<file path="src/rtl/scfd_pkg.sv">
// ----------------------------------------------------------------------------
// scfd_pkg
// Shared constants and controller/datapath interface types for the sync-word
// frame deframer with CRC-16/CCITT-FALSE check.
// ----------------------------------------------------------------------------
package scfd_pkg;

   // Frame layout
   localparam int JOINTS        = 14;   // joint results emitted per good frame
   localparam int VALUE_SLOTS   = 14;   // joint values carried in a frame
   localparam int TIME_BYTES    = 8;
   localparam int PAYLOAD_BYTES = 36;   // bytes covered by the CRC
   localparam int BODY_BYTES    = 38;   // payload plus two CRC bytes

   localparam logic [7:0]  SYNC_LO  = 8'h55;
   localparam logic [7:0]  SYNC_HI  = 8'hAA;
   localparam logic [15:0] CRC_POLY = 16'h1021;
   localparam logic [15:0] CRC_INIT = 16'hFFFF;

   // Widths
   localparam int POS_W   = 6;   // body byte counter
   localparam int IDX_W   = 4;   // joint index field
   localparam int LANE_W  = 3;   // byte lane inside the timestamp
   localparam int TIME_W  = 64;
   localparam int VALUE_W = 16;

   // Result tdata packing, lowest bit first
   localparam int TD_TIME_LSB  = 0;
   localparam int TD_IDX_LSB   = TD_TIME_LSB + TIME_W;
   localparam int TD_VALUE_LSB = TD_IDX_LSB + IDX_W;
   localparam int TD_USED_W    = TD_VALUE_LSB + VALUE_W;
   localparam int RSP_TDATA_W  = ((TD_USED_W + 7) / 8) * 8;

   // Controller to datapath commands
   typedef struct packed {
      logic              crc_clear;    // restart the running CRC
      logic              crc_update;   // fold the request byte into the CRC
      logic              time_wr;      // store request byte into a timestamp lane
      logic [LANE_W-1:0] time_lane;
      logic              val_wr;       // store request byte into a joint value
      logic [IDX_W-1:0]  val_slot;
      logic              val_hi;       // 1: upper byte of the value
      logic              crc_lo_wr;    // hold the received CRC low byte
      logic              emit_load;    // load one result into the output register
      logic [IDX_W-1:0]  emit_index;
      logic              emit_last;
   } ctrl_cmd_type;

   // Datapath to controller status
   typedef struct packed {
      logic sync_lo;     // request byte is the first sync byte
      logic sync_hi;     // request byte is the second sync byte
      logic crc_match;   // {request byte, held low byte} equals running CRC
      logic out_free;    // output register can take a result this cycle
   } dp_status_type;

endpackage

</file>
<file path="src/rtl/scfd_ctrl.sv">
// ----------------------------------------------------------------------------
// scfd_ctrl
// Frame controller: sync hunt, body byte sequencing and result emission.
// ----------------------------------------------------------------------------
module scfd_ctrl (
   input  logic                   clock,
   input  logic                   reset,
   input  logic                   req_tvalid,
   output logic                   req_tready,
   input  scfd_pkg::dp_status_type status,
   output scfd_pkg::ctrl_cmd_type  cmd
);
   import scfd_pkg::*;

   localparam logic [1:0] ST_HUNT  = 2'd0;
   localparam logic [1:0] ST_SYNC2 = 2'd1;
   localparam logic [1:0] ST_BODY  = 2'd2;
   localparam logic [1:0] ST_EMIT  = 2'd3;

   localparam logic [POS_W-1:0] POS_CRC_LO = POS_W'(PAYLOAD_BYTES);
   localparam logic [POS_W-1:0] POS_LAST   = POS_W'(BODY_BYTES - 1);
   localparam logic [POS_W-1:0] POS_TIME   = POS_W'(TIME_BYTES);
   localparam logic [IDX_W-1:0] IDX_LAST   = IDX_W'(JOINTS - 1);
   localparam logic [POS_W-2:0] SLOT_BASE  = (POS_W-1)'(TIME_BYTES / 2);

   logic [1:0]       state_ff, state_in;
   logic [POS_W-1:0] pos_ff, pos_in;
   logic [IDX_W-1:0] idx_ff, idx_in;
   logic             accept;

   assign req_tready = (state_ff != ST_EMIT);
   assign accept     = req_tvalid && req_tready;

   always_comb begin
      state_in = state_ff;
      pos_in   = pos_ff;
      idx_in   = idx_ff;

      cmd            = '0;
      cmd.time_lane  = pos_ff[LANE_W-1:0];
      cmd.val_slot   = IDX_W'(pos_ff[POS_W-1:1] - SLOT_BASE);
      cmd.val_hi     = pos_ff[0];
      cmd.emit_index = idx_ff;
      cmd.emit_last  = (idx_ff == IDX_LAST);

      unique case (state_ff)
         ST_HUNT: begin
            if (accept) begin
               state_in = status.sync_lo ? ST_SYNC2 : ST_HUNT;
            end
         end
         ST_SYNC2: begin
            // A wrong second byte is dropped, not rechecked as a first sync byte
            if (accept) begin
               if (status.sync_hi) begin
                  state_in      = ST_BODY;
                  pos_in        = '0;
                  cmd.crc_clear = 1'b1;
               end else begin
                  state_in = ST_HUNT;
               end
            end
         end
         ST_BODY: begin
            if (accept) begin
               if (pos_ff < POS_CRC_LO) begin
                  cmd.crc_update = 1'b1;
                  cmd.time_wr    = (pos_ff < POS_TIME);
                  cmd.val_wr     = !(pos_ff < POS_TIME);
                  pos_in         = pos_ff + 1'b1;
               end else if (pos_ff == POS_CRC_LO) begin
                  cmd.crc_lo_wr = 1'b1;
                  pos_in        = pos_ff + 1'b1;
               end else begin
                  // frame close: good CRC starts emission, bad one is dropped
                  pos_in        = '0;
                  idx_in        = '0;
                  cmd.crc_clear = 1'b1;
                  state_in      = ((pos_ff == POS_LAST) && status.crc_match) ?
                                  ST_EMIT : ST_HUNT;
               end
            end
         end
         ST_EMIT: begin
            if (status.out_free) begin
               cmd.emit_load = 1'b1;
               if (idx_ff == IDX_LAST) begin
                  state_in = ST_HUNT;
               end else begin
                  idx_in = idx_ff + 1'b1;
               end
            end
         end
         default: begin
            state_in = ST_HUNT;
         end
      endcase
   end

   always_ff @(posedge clock) begin
      if (reset) begin
         state_ff <= ST_HUNT;
         pos_ff   <= '0;
         idx_ff   <= '0;
      end else begin
         state_ff <= state_in;
         pos_ff   <= pos_in;
         idx_ff   <= idx_in;
      end
   end

   // Good frame close always leads into emission
   a_close_to_emit: assert property (@(posedge clock) disable iff (reset)
      (state_ff == ST_BODY && accept && pos_ff == POS_LAST && status.crc_match)
      |=> (state_ff == ST_EMIT))
      else $error("good frame did not start emission");

   a_idx_range: assert property (@(posedge clock) disable iff (reset)
      (state_ff == ST_EMIT) |-> (idx_ff <= IDX_LAST))
      else $error("emit index out of range");

   a_pos_range: assert property (@(posedge clock) disable iff (reset)
      (pos_ff <= POS_LAST))
      else $error("body position past frame end");

   // Emission ends right after the last joint is loaded
   a_emit_done: assert property (@(posedge clock) disable iff (reset)
      (cmd.emit_load && cmd.emit_last) |=> (state_ff == ST_HUNT))
      else $error("emission did not end after last joint");

endmodule

</file>
<file path="src/rtl/scfd_dp.sv">
// ----------------------------------------------------------------------------
// scfd_dp
// Deframer datapath: running CRC, timestamp and joint value storage, and the
// registered result output.
// ----------------------------------------------------------------------------
module scfd_dp (
   input  logic                          clock,
   input  logic                          reset,
   input  logic [7:0]                    req_tdata,
   input  scfd_pkg::ctrl_cmd_type         cmd,
   output scfd_pkg::dp_status_type        status,
   output logic                          rsp_tvalid,
   input  logic                          rsp_tready,
   output logic [scfd_pkg::RSP_TDATA_W-1:0] rsp_tdata,
   output logic                          rsp_tlast
);
   import scfd_pkg::*;

   // CRC-16/CCITT-FALSE, MSB first, one byte
   function automatic logic [15:0] crc_add_byte(input logic [15:0] crc,
                                                input logic [7:0]  b);
      logic [15:0] c;
      c = crc ^ {b, 8'h00};
      for (int k = 0; k < 8; k++) begin
         c = c[15] ? ({c[14:0], 1'b0} ^ CRC_POLY) : {c[14:0], 1'b0};
      end
      return c;
   endfunction

   logic [15:0]         crc_ff, crc_in;
   logic [7:0]          crc_lo_ff;
   logic [7:0]          time_ff [TIME_BYTES];
   logic [VALUE_W-1:0]  value_mem [VALUE_SLOTS];
   logic                rsp_valid_ff, rsp_valid_in;
   logic [RSP_TDATA_W-1:0] rsp_data_ff;
   logic                rsp_last_ff;
   logic [TIME_W-1:0]   time_word;

   always_comb begin
      for (int i = 0; i < TIME_BYTES; i++) begin
         time_word[i*8 +: 8] = time_ff[i];
      end
   end

   assign status.sync_lo   = (req_tdata == SYNC_LO);
   assign status.sync_hi   = (req_tdata == SYNC_HI);
   assign status.crc_match = ({req_tdata, crc_lo_ff} == crc_ff);
   assign status.out_free  = !rsp_valid_ff || rsp_tready;

   always_comb begin
      crc_in = crc_ff;
      if (cmd.crc_clear) begin
         crc_in = CRC_INIT;
      end else if (cmd.crc_update) begin
         crc_in = crc_add_byte(crc_ff, req_tdata);
      end
   end

   always_comb begin
      rsp_valid_in = rsp_valid_ff;
      if (cmd.emit_load) begin
         rsp_valid_in = 1'b1;
      end else if (rsp_tready) begin
         rsp_valid_in = 1'b0;
      end
   end

   always_ff @(posedge clock) begin
      if (reset) begin
         crc_ff       <= CRC_INIT;
         crc_lo_ff    <= '0;
         rsp_valid_ff <= 1'b0;
      end else begin
         crc_ff       <= crc_in;
         rsp_valid_ff <= rsp_valid_in;
         if (cmd.crc_lo_wr) begin
            crc_lo_ff <= req_tdata;
         end
      end
   end

   // Payload storage and result data register, no reset needed
   always_ff @(posedge clock) begin
      if (cmd.time_wr) begin
         time_ff[cmd.time_lane] <= req_tdata;
      end
      if (cmd.val_wr) begin
         if (cmd.val_hi) begin
            value_mem[cmd.val_slot][15:8] <= req_tdata;
         end else begin
            value_mem[cmd.val_slot][7:0] <= req_tdata;
         end
      end
      if (cmd.emit_load) begin
         rsp_data_ff <= RSP_TDATA_W'({value_mem[cmd.emit_index], cmd.emit_index,
                                      time_word});
         rsp_last_ff <= cmd.emit_last;
      end
   end

   assign rsp_tvalid = rsp_valid_ff;
   assign rsp_tdata  = rsp_data_ff;
   assign rsp_tlast  = rsp_last_ff;

   // A load never overwrites a result that is still waiting
   a_no_overwrite: assert property (@(posedge clock) disable iff (reset)
      cmd.emit_load |-> (!rsp_valid_ff || rsp_tready))
      else $error("result overwritten while stalled");

   a_load_shows: assert property (@(posedge clock) disable iff (reset)
      cmd.emit_load |=> rsp_tvalid)
      else $error("loaded result not presented");

   a_clear_init: assert property (@(posedge clock) disable iff (reset)
      cmd.crc_clear |=> (crc_ff == CRC_INIT))
      else $error("CRC not restarted");

endmodule

</file>
<file path="src/rtl/sync_crc_frame_deframer_top.sv">
// ----------------------------------------------------------------------------
// sync_crc_frame_deframer_top
// Sync-word frame deframer: hunts 0x55 0xAA, collects a 38-byte body and
// emits one result per joint when the CRC-16/CCITT-FALSE matches.
// Results: the final CRC byte starts emission; each result is then registered.
// Throughput: one request byte per cycle while hunting or collecting; after a
//   good frame, 14 results at up to one per cycle, during which no request
//   byte is taken.
// Reset: synchronous, active high; returns to sync hunt with an empty output.
// ----------------------------------------------------------------------------
module sync_crc_frame_deframer_top (
   input  logic clock,
   input  logic reset,

   // Request stream: one byte of the framed link per request
   input  logic       req_tvalid,
   output logic       req_tready,
   input  logic [7:0] req_tdata,    // [7:0] data_byte

   // Result stream: one joint reading per response
   output logic                          rsp_tvalid,
   input  logic                          rsp_tready,
   // [63:0] frame_time, [67:64] joint_index, [83:68] joint_value, [87:84] zero
   output logic [scfd_pkg::RSP_TDATA_W-1:0] rsp_tdata,
   output logic                          rsp_tlast   // last_of_frame
);
   import scfd_pkg::*;

   ctrl_cmd_type  cmd;
   dp_status_type status;

   // Controller: sync hunt, byte position, emission sequencing
   scfd_ctrl u_ctrl (
      .clock      (clock),
      .reset      (reset),
      .req_tvalid (req_tvalid),
      .req_tready (req_tready),
      .status     (status),
      .cmd        (cmd)
   );

   // Datapath: CRC, timestamp, joint values, output register
   scfd_dp u_dp (
      .clock      (clock),
      .reset      (reset),
      .req_tdata  (req_tdata),
      .cmd        (cmd),
      .status     (status),
      .rsp_tvalid (rsp_tvalid),
      .rsp_tready (rsp_tready),
      .rsp_tdata  (rsp_tdata),
      .rsp_tlast  (rsp_tlast)
   );

endmodule
</file>
<file path="config.mk">
export PLATFORM = sky130hd
export DESIGN_NAME = sync_crc_frame_deframer_top
export DESIGN_NICKNAME = d
export VERILOG_FILES = /design/src/rtl/scfd_pkg.sv /design/src/rtl/scfd_ctrl.sv /design/src/rtl/scfd_dp.sv /design/src/rtl/sync_crc_frame_deframer_top.sv
export SDC_FILE = /design/constraint.sdc
export NUM_CORES = 1
export LEC_CHECK = 0
export ABC_AREA = 1
export BUFFER_PORTS_ARGS = -buffer_cell sky130_fd_sc_hd__buf_2
export CORE_ASPECT_RATIO = 0.6
export CORE_MARGIN = 5
export CORE_UTILIZATION = 50
export DETAILED_ROUTE_END_ITERATION = 10
export GPL_ROUTABILITY_DRIVEN = 0
export PLACE_DENSITY = 0.68
export SYNTH_ARGS = -nofsm -noshare
export SYNTH_HDL_FRONTEND = slang
export SYNTH_SLANG_ARGS = --single-unit
export TNS_END_PERCENT = 50
</file>
<file path="constraint.sdc">
create_clock -name clock -period 5.5 [get_ports clock]
set_clock_uncertainty 0.15 [all_clocks]
set_input_delay 0.55 -clock clock [delete_from_list [all_inputs] [get_ports clock]]
set_output_delay 0.55 -clock clock [all_outputs]
set_load 0.02 [all_outputs]
</file>
==> summary.md, run 1 <==
| Metric | Value |
|---|---|
| Status | complete, no violations |
| Distinct cell type count after synthesis | 43 |
| Ys async rst share | 0 |
| RSZ-0062 raised after global routing | false |
| Row count | 50 |
| Count of input and output buffers | 98 |
| Worst-path fanout max | 53 |
| Chip height | 147 um |
| ANT nets after route | 0 |
| Placed insts | 1657 |
| Worst endpoint required time | 5.63 ns |
| Register area | 11900 um2 |
| Full die area | 35200 um2 |
| Worst VDD drop | 239 uV |
| Initial antenna violation count | 0 |
| Finished Layout Cells | 1725 |
| Wirelength per Cell | 21.9 um |
| Setup crit start kind | register |
| Final wirelength | 37700 um |
| Maximum clock path buffer count | 3 |
| Largest stage delay, worst path | 0.68 ns |
| Post-synth EDFFs | 373 |
| Postcts setup bufs | 0 |
| Post-Synthesis Cells | 1180 |
| Seq cells post-synth | 410 |
| Critical path buffers and inverters | 2 |
| Fin Setup TNS | 0 ns |
| Post-CTS sizing | 0 |
| Starting DRT DRC Count | 1143 |
| Ys Warns | 0 |
| Final Hold Fails | 0 |
| Final Cycle Share | 0.577 |
| Synthesized area per cell | 13.3 um2 |
| # setup viols final | 0 |
| Largest net degree at the start of global routing | 65 |
| Cell Area, Synth | 15700 um2 |
| CTS tree | yes |
| Layout cells sized above 1 | 0.152 |
| Vias in the first global route | 8930 |
| Multi-input logic area | 3280 um2 |
| Slew @ Worst Pin | 1.09 ns |
| GR Overflow Total | 0 |
| CTS clk-pin slew, worst paths | 0.07 ns |
| Max Fclk | 0.315 GHz |
| Family with the most delay on the worst path | buffers and inverters |
| Sink Count | 410 |
| Leakage | 6.23 nW |
| Worst-path cell chain | clkinv_2 -> buf_4 -> o21ai_0 -> o22ai_1 -> nand2_1 -> o21ai_0 -> a22o_1 |
| Slowest CP cell | clkinv_2 |
| Filler Cells Inserted | 2451 |
| Power Density | 335 nW/um2 |
| Area delta synth->final | 12.5% |
| CP Class | register to register |
| GRT Overall Usage | 0.211 |
| Starting Density | 0.505 |
| Worst hold stages | 2 |
| Vias post-DR | 9655 |
| I/O pin cnt | 103 |
| Die Wd | 239 um |
| Drc violations | 0 |
| Post-CTS Hold Fix Bufs | 0 |
| Type of the worst min-delay path | input port to register |
| Stages on the worst setup path | 7 |
| Vias per cell | 5.60 |
| Htree depth | 2 |
| Max Cap Violations | 0 |
| Nets | 1302 |
| CP Data Arrival Time | 3.30 ns |
| ANT cells | 0 |
| Sequential area share after synthesis | 0.760 |
| Depth of the worst register-to-register path | 7 |
| First-pass GRT wire length | 56400 um |
| DPL Wire Length | 23400 um |
| Core area | 31100 um2 |
| Slew Limit Headroom | 0.272 |
| Pre-antenna DRT Iters | 5 |
| Ys flop type | edfxtp_1 |
| Clk_lat worst skew | 0.53 ns |
| Fin crit period | 3.17 ns |
| CP dominant cell by count | o21ai_0 |
| CTS Buf Count | 38 |
| Final Slew Violations | 0 |
| CTS root buf | clkbuf_16 |
| Critical path endpoint category | register |
==> layout make-up <==
cell class | instances | area share
clock buffers | 47 | 0.0569
flip-flops and latches | 410 | 0.676
inverters | 64 | 0.0139
well taps | 416 | 0.0295
multi-input cells | 658 | 0.186
repair buffers | 109 | 0.0324
clock inverters | 21 | 0.00573
==> placed cells by master, fill, tap and decap left out, types with 6 or more instances in the layout <==
master	count
buf_4	11
o22ai_1	28
clkbuf_1	8
a211oi_1	8
xor2_1	6
edfxtp_1	373
inv_1	55
ha_1	9
nand3_1	56
nor2_1	149
nand4_1	6
clkinv_1	14
a21oi_1	45
o21ai_0	97
nand2_1	183
buf_2	98
xnor2_1	6
nand2_2	6
clkinv_2	7
o221a_2	7
clkbuf_16	39
or2_2	7
dfxtp_1	36
==> routing by layer <==
layer | vias up | wire length [um] | global-route usage
met2 | 483 | 15600 | 0.284
li1 | 4422 | - | -
met3 | 43 | 4300 | 0.0627
met1 | 4707 | 17200 | 0.338
met4 | 0 | 612 | 0.0439
met5 | - | 0 | 0
==> Yosys cell counts, types with 7 or more instances <==
cell / number / area [um2]
edfxtp_1: 373 / 11200
o22ai_1: 28 / 175
inv_1: 55 / 206
a211oi_1: 8 / 60.1
clkbuf_1: 19 / 71.3
nor2_1: 150 / 563
a21oi_1: 45 / 225
nand2_1: 183 / 687
buf_2: 22 / 110
o21ai_0: 97 / 485
ha_1: 9 / 113
o221a_2: 7 / 78.8
dfxtp_1: 37 / 741
or2_2: 7 / 43.8
nand3_1: 56 / 280
==> path summary, 6_finish.rpt <==
kind / startpoint / end / slack [ns]
worst min register to register: u_dp.time_ff[7][5] / rsp_tdata[61] / 0.26
worst max-delay path: u_ctrl.idx_ff[0] / u_dp.rsp_tdata[74] / 2.33
worst min-delay path: reset / u_ctrl.pos_ff[4] / 0.19
worst max register to register: u_ctrl.idx_ff[0] / u_dp.rsp_tdata[74] / 2.33
==> state kept, by name (all words and copies together), names as in the netlist <==
name / cells
u_dp.value_mem: 224
rsp_tdata: 64
u_dp.time_ff: 64
u_dp.rsp_tdata: 20
u_dp.crc_ff: 16
u_dp.crc_lo_ff: 8
u_ctrl.pos_ff: 6
u_ctrl.idx_ff: 4
u_ctrl.state_ff: 2
u_dp.rsp_tlast: 1
u_dp.rsp_tvalid: 1
==> power by group <==
part / internal [W] / total, W / switching [W]
Combinational: 0.0000193 / 0.000110 / 0.0000909
Sequential: 0.00338 / 0.00339 / 0.00000298
Clock: 0.00130 / 0.00242 / 0.00112
==> stage by stage <==
| step | utilization | total power [W] | setup WS, ns | instance area (um2) | hold slack (ns) |
|---|---|---|---|---|---|
| 2_1_floorplan | - | 0.00350 | 0.500 | 15700 | 0.250 |
| 6_report | 0.568 | 0.00592 | 2.33 | 17700 | 0.195 |
| 3_5_place_dp | 0.533 | 0.00356 | 2.42 | 16600 | 0.255 |
| 4_1_cts | 0.568 | 0.00595 | 2.41 | 17700 | 0.178 |
| 3_3_place_gp | 0.533 | 0.00356 | 2.49 | 16600 | 0.251 |
| 5_1_grt | 0.568 | 0.00609 | 2.23 | 17700 | 0.184 |
==> cell families after synthesis <==
| kind of cell | synth area share |
|---|---|
| xor gates and xnor gates | 0.00669 |
| DFF | 0.760 |
| other | 0.000239 |
| AOI/OAI and AO/OA | 0.0775 |
| buffers and inverters | 0.0322 |
| and+or+nand+nor | 0.116 |
| adders and majority gates | 0.00717 |
No activity file was read; power rests on OpenSTA's default activity.
==> run 2: changes to the inputs <==
==> constraint.sdc (replaced) <==
create_clock -name clock -period 3.05 [get_ports clock]
set_clock_uncertainty 0.15 [all_clocks]
set_input_delay 0.305 -clock clock [delete_from_list [all_inputs] [get_ports clock]]
set_output_delay 0.305 -clock clock [all_outputs]
set_load 0.02 [all_outputs]
==> summary.md, run 2 (same netlist as run 1, synthesis figures left out) <==
| Metric | Value |
|---|---|
| Status | complete, no violations |
| Register area | 11900 um2 (unchanged) |
| Vias per cell | 5.55 (-0.87%) |
| Max Cap Violations | 0 (unchanged) |
| Largest stage delay, worst path | 0.55 ns (-0.13 ns) |
| Hold WS | 0.0225 ns (-0.172 ns) |
| Final core occ | 0.581 (+0.0124) |
| First-pass GRT wire length | 56900 um (+0.99%) |
| Drc violations | 0 (unchanged) |
| Leakage | 6.47 nW (+3.8%) |
| Layout cells sized above 1 | 0.177 (+0.0252) |
| CTS Buf Count | 37 (-2.6%) |
| Flop-to-flop setup slack | 0.57 ns (-1.76 ns) |
| Count of input and output buffers | 98 (unchanged) |
| Worst endpoint required time | 3.06 ns (-2.57 ns) |
| Placement Setup Slack | 0.568 ns (-1.85 ns) |
| Htree depth | 2 (unchanged) |
| Power Density | 584 nW/um2 (+74%) |
| Full die area | 35200 um2 (unchanged) |
| Reg with most FFs | u_dp.value_mem |
| # setup viols final | 0 (unchanged) |
| Slew @ Worst Pin | 0.651 ns (-0.441 ns) |
| CP Data Arrival Time | 2.49 ns (-0.81 ns) |
| Worst-path fanout max | 17 (-68%) |
| Hold EP | u_dp.time_ff[7][1] |
| Final Slew Violations | 0 (unchanged) |
| RSZ-0062 raised after global routing | false |
| Clk_lat worst skew | 0.53 ns (about the same) |
| Multi-input logic area | 3280 um2 (unchanged) |
| Core area | 31100 um2 (unchanged) |
| Nets | 1349 (+3.6%) |
| Max Fclk | 0.403 GHz (+28%) |
| Setup slack after layout | 0.571 ns (-1.76 ns) |
| Final wirelength | 37700 um (-0.15%) |
| Final Cycle Share | 0.813 (+0.236) |
| Pre-antenna DRT Iters | 5 (unchanged) |
| Fin crit period | 2.48 ns (-0.693 ns) |
| Worst VDD drop | 466 uV (+95%) |
| I/O pin cnt | 103 (unchanged) |
| Hold path start | req_tdata[1] |
| CP Class | register to register |
| CTS tree | yes |
| Setup crit start kind | register |
| Worst hold stages | 1 (-1) |
| ANT cells | 0 (unchanged) |
| ANT nets after route | 0 (unchanged) |
| RR Endpoint | u_dp.value_mem[8][2] |
| GRT Overall Usage | 0.213 (+0.00266) |
| Worst-path cell chain | ha_1 -> inv_2 -> nand2_4 -> inv_4 -> nand3_4 -> inv_4 -> nand3_4 -> nor2_1 |
| CTS clk-pin slew, worst paths | 0.06 ns (about the same) |
| Area delta synth->final | 15.0% |
| GR Overflow Total | 0 (unchanged) |
| CTS root buf | clkbuf_16 |
| Critical path endpoint category | register |
| Initial antenna violation count | 1 (+1) |
| Fin Setup TNS | 0 ns (unchanged) |
| Slew Limit Headroom | 0.564 (+0.293) |
| Slowest CP cell | nor2_1 |
| Starting Density | 0.505 (unchanged) |
| Starting DRT DRC Count | 1145 (+0.17%) |
| Filler Cells Inserted | 2424 (-1.1%) |
| Worst r2r src | u_ctrl.state_ff[1] |
| Maximum clock path buffer count | 3 (unchanged) |
| Type of the worst min-delay path | input port to register |
| Max reg flops | 224 (unchanged) |
| Die Wd | 239 um (unchanged) |
| Largest net degree at the start of global routing | 108 (+66%) |
| Most frequent cells in the layout | 373 x edfxtp_1, 183 x nand2_1, 149 x nor2_1 |
| Chip height | 147 um (unchanged) |
| Final Hold Fails | 0 (unchanged) |
| Most common cell after layout, fill and taps aside | edfxtp_1 |
| Sink Count | 410 (unchanged) |
| Vias post-DR | 9821 (+1.7%) |
| Depth of the worst register-to-register path | 8 (+1) |
| Wirelength per Cell | 21.3 um (-2.7%) |
| Row count | 50 (unchanged) |
| DPL Wire Length | 24500 um (+4.7%) |
| Vias in the first global route | 9354 (+4.7%) |
| Post-CTS sizing | 0 (unchanged) |
-- run 2: stage by stage --
| step | power, W | std cells | cell area, um2 |
|---|---|---|---|
| 6_report | 0.0105 | 1770 | 18100 |
| 3_3_place_gp | 0.00643 | 1702 | 17000 |
| 2_1_floorplan | 0.00631 | 1183 | 15700 |
| 5_1_grt | 0.0109 | 1770 | 18100 |
| 3_5_place_dp | 0.00643 | 1702 | 17000 |
| 4_1_cts | 0.0106 | 1770 | 18100 |
-- run 2: final cells by class --
type                            count  share of cell area
Timing Repair Buffer              157              0.0549
Sequential cell                   410               0.661
Clock buffer                       49              0.0549
Clock inverter                     16             0.00464
Inverter                           64              0.0136
Tap cell                          416              0.0288
Multi-Input combinational cell    658               0.182
-- run 2: repair_timing --
item / 4_1_cts / 5_1_grt
setup buffers: 0 / 0
hold buffers: 3 / 0
hold endpoints to repair: 5 / 0
-- run 2: report_power, final --
part	leakage (nW)	switching, W	internal [W]
clock network	0.516	0.00194	0.00229
logic	2.30	0.000168	0.0000425
registers	3.65	0.00000548	0.00610
-- run 2: worst max path at each step --
stage | from | end | slack [ns] | cells after the start
2_1_floorplan | u_ctrl.state_ff[1] | rsp_tdata[0] | 0.44 | 3
3_3_place_gp | u_ctrl.state_ff[0] | u_dp.time_ff[6][2] | 0.68 | 6
3_5_place_dp | u_ctrl.state_ff[0] | u_dp.value_mem[8][6] | 0.57 | 8
4_1_cts | u_ctrl.state_ff[0] | u_dp.value_mem[8][2] | 0.58 | 8
5_1_grt | u_ctrl.state_ff[0] | u_dp.value_mem[8][2] | 0.39 | 8
6_report | u_ctrl.state_ff[1] | u_dp.value_mem[8][2] | 0.57 | 8
-- run 2: critical path: cells and delay by family (launching register included) --
kind | cells | cell delay [ns]
AND/OR/NAND/NOR | 4 | 0.90
flip-flops | 1 | 0.34
adder cells (fa/ha/maj) | 1 | 0.28
buffers and inverters | 3 | 0.46
-- run 2: per-layer routing --
metal / vias up / global-route usage / routed length [um]
li1: 4523 / - / -
met1: 4783 / 0.331 / 17000
met2: 447 / 0.304 / 16000
met3: 66 / 0.0555 / 3930
met4: 2 / 0.0476 / 774
met5: - / 0 / 13
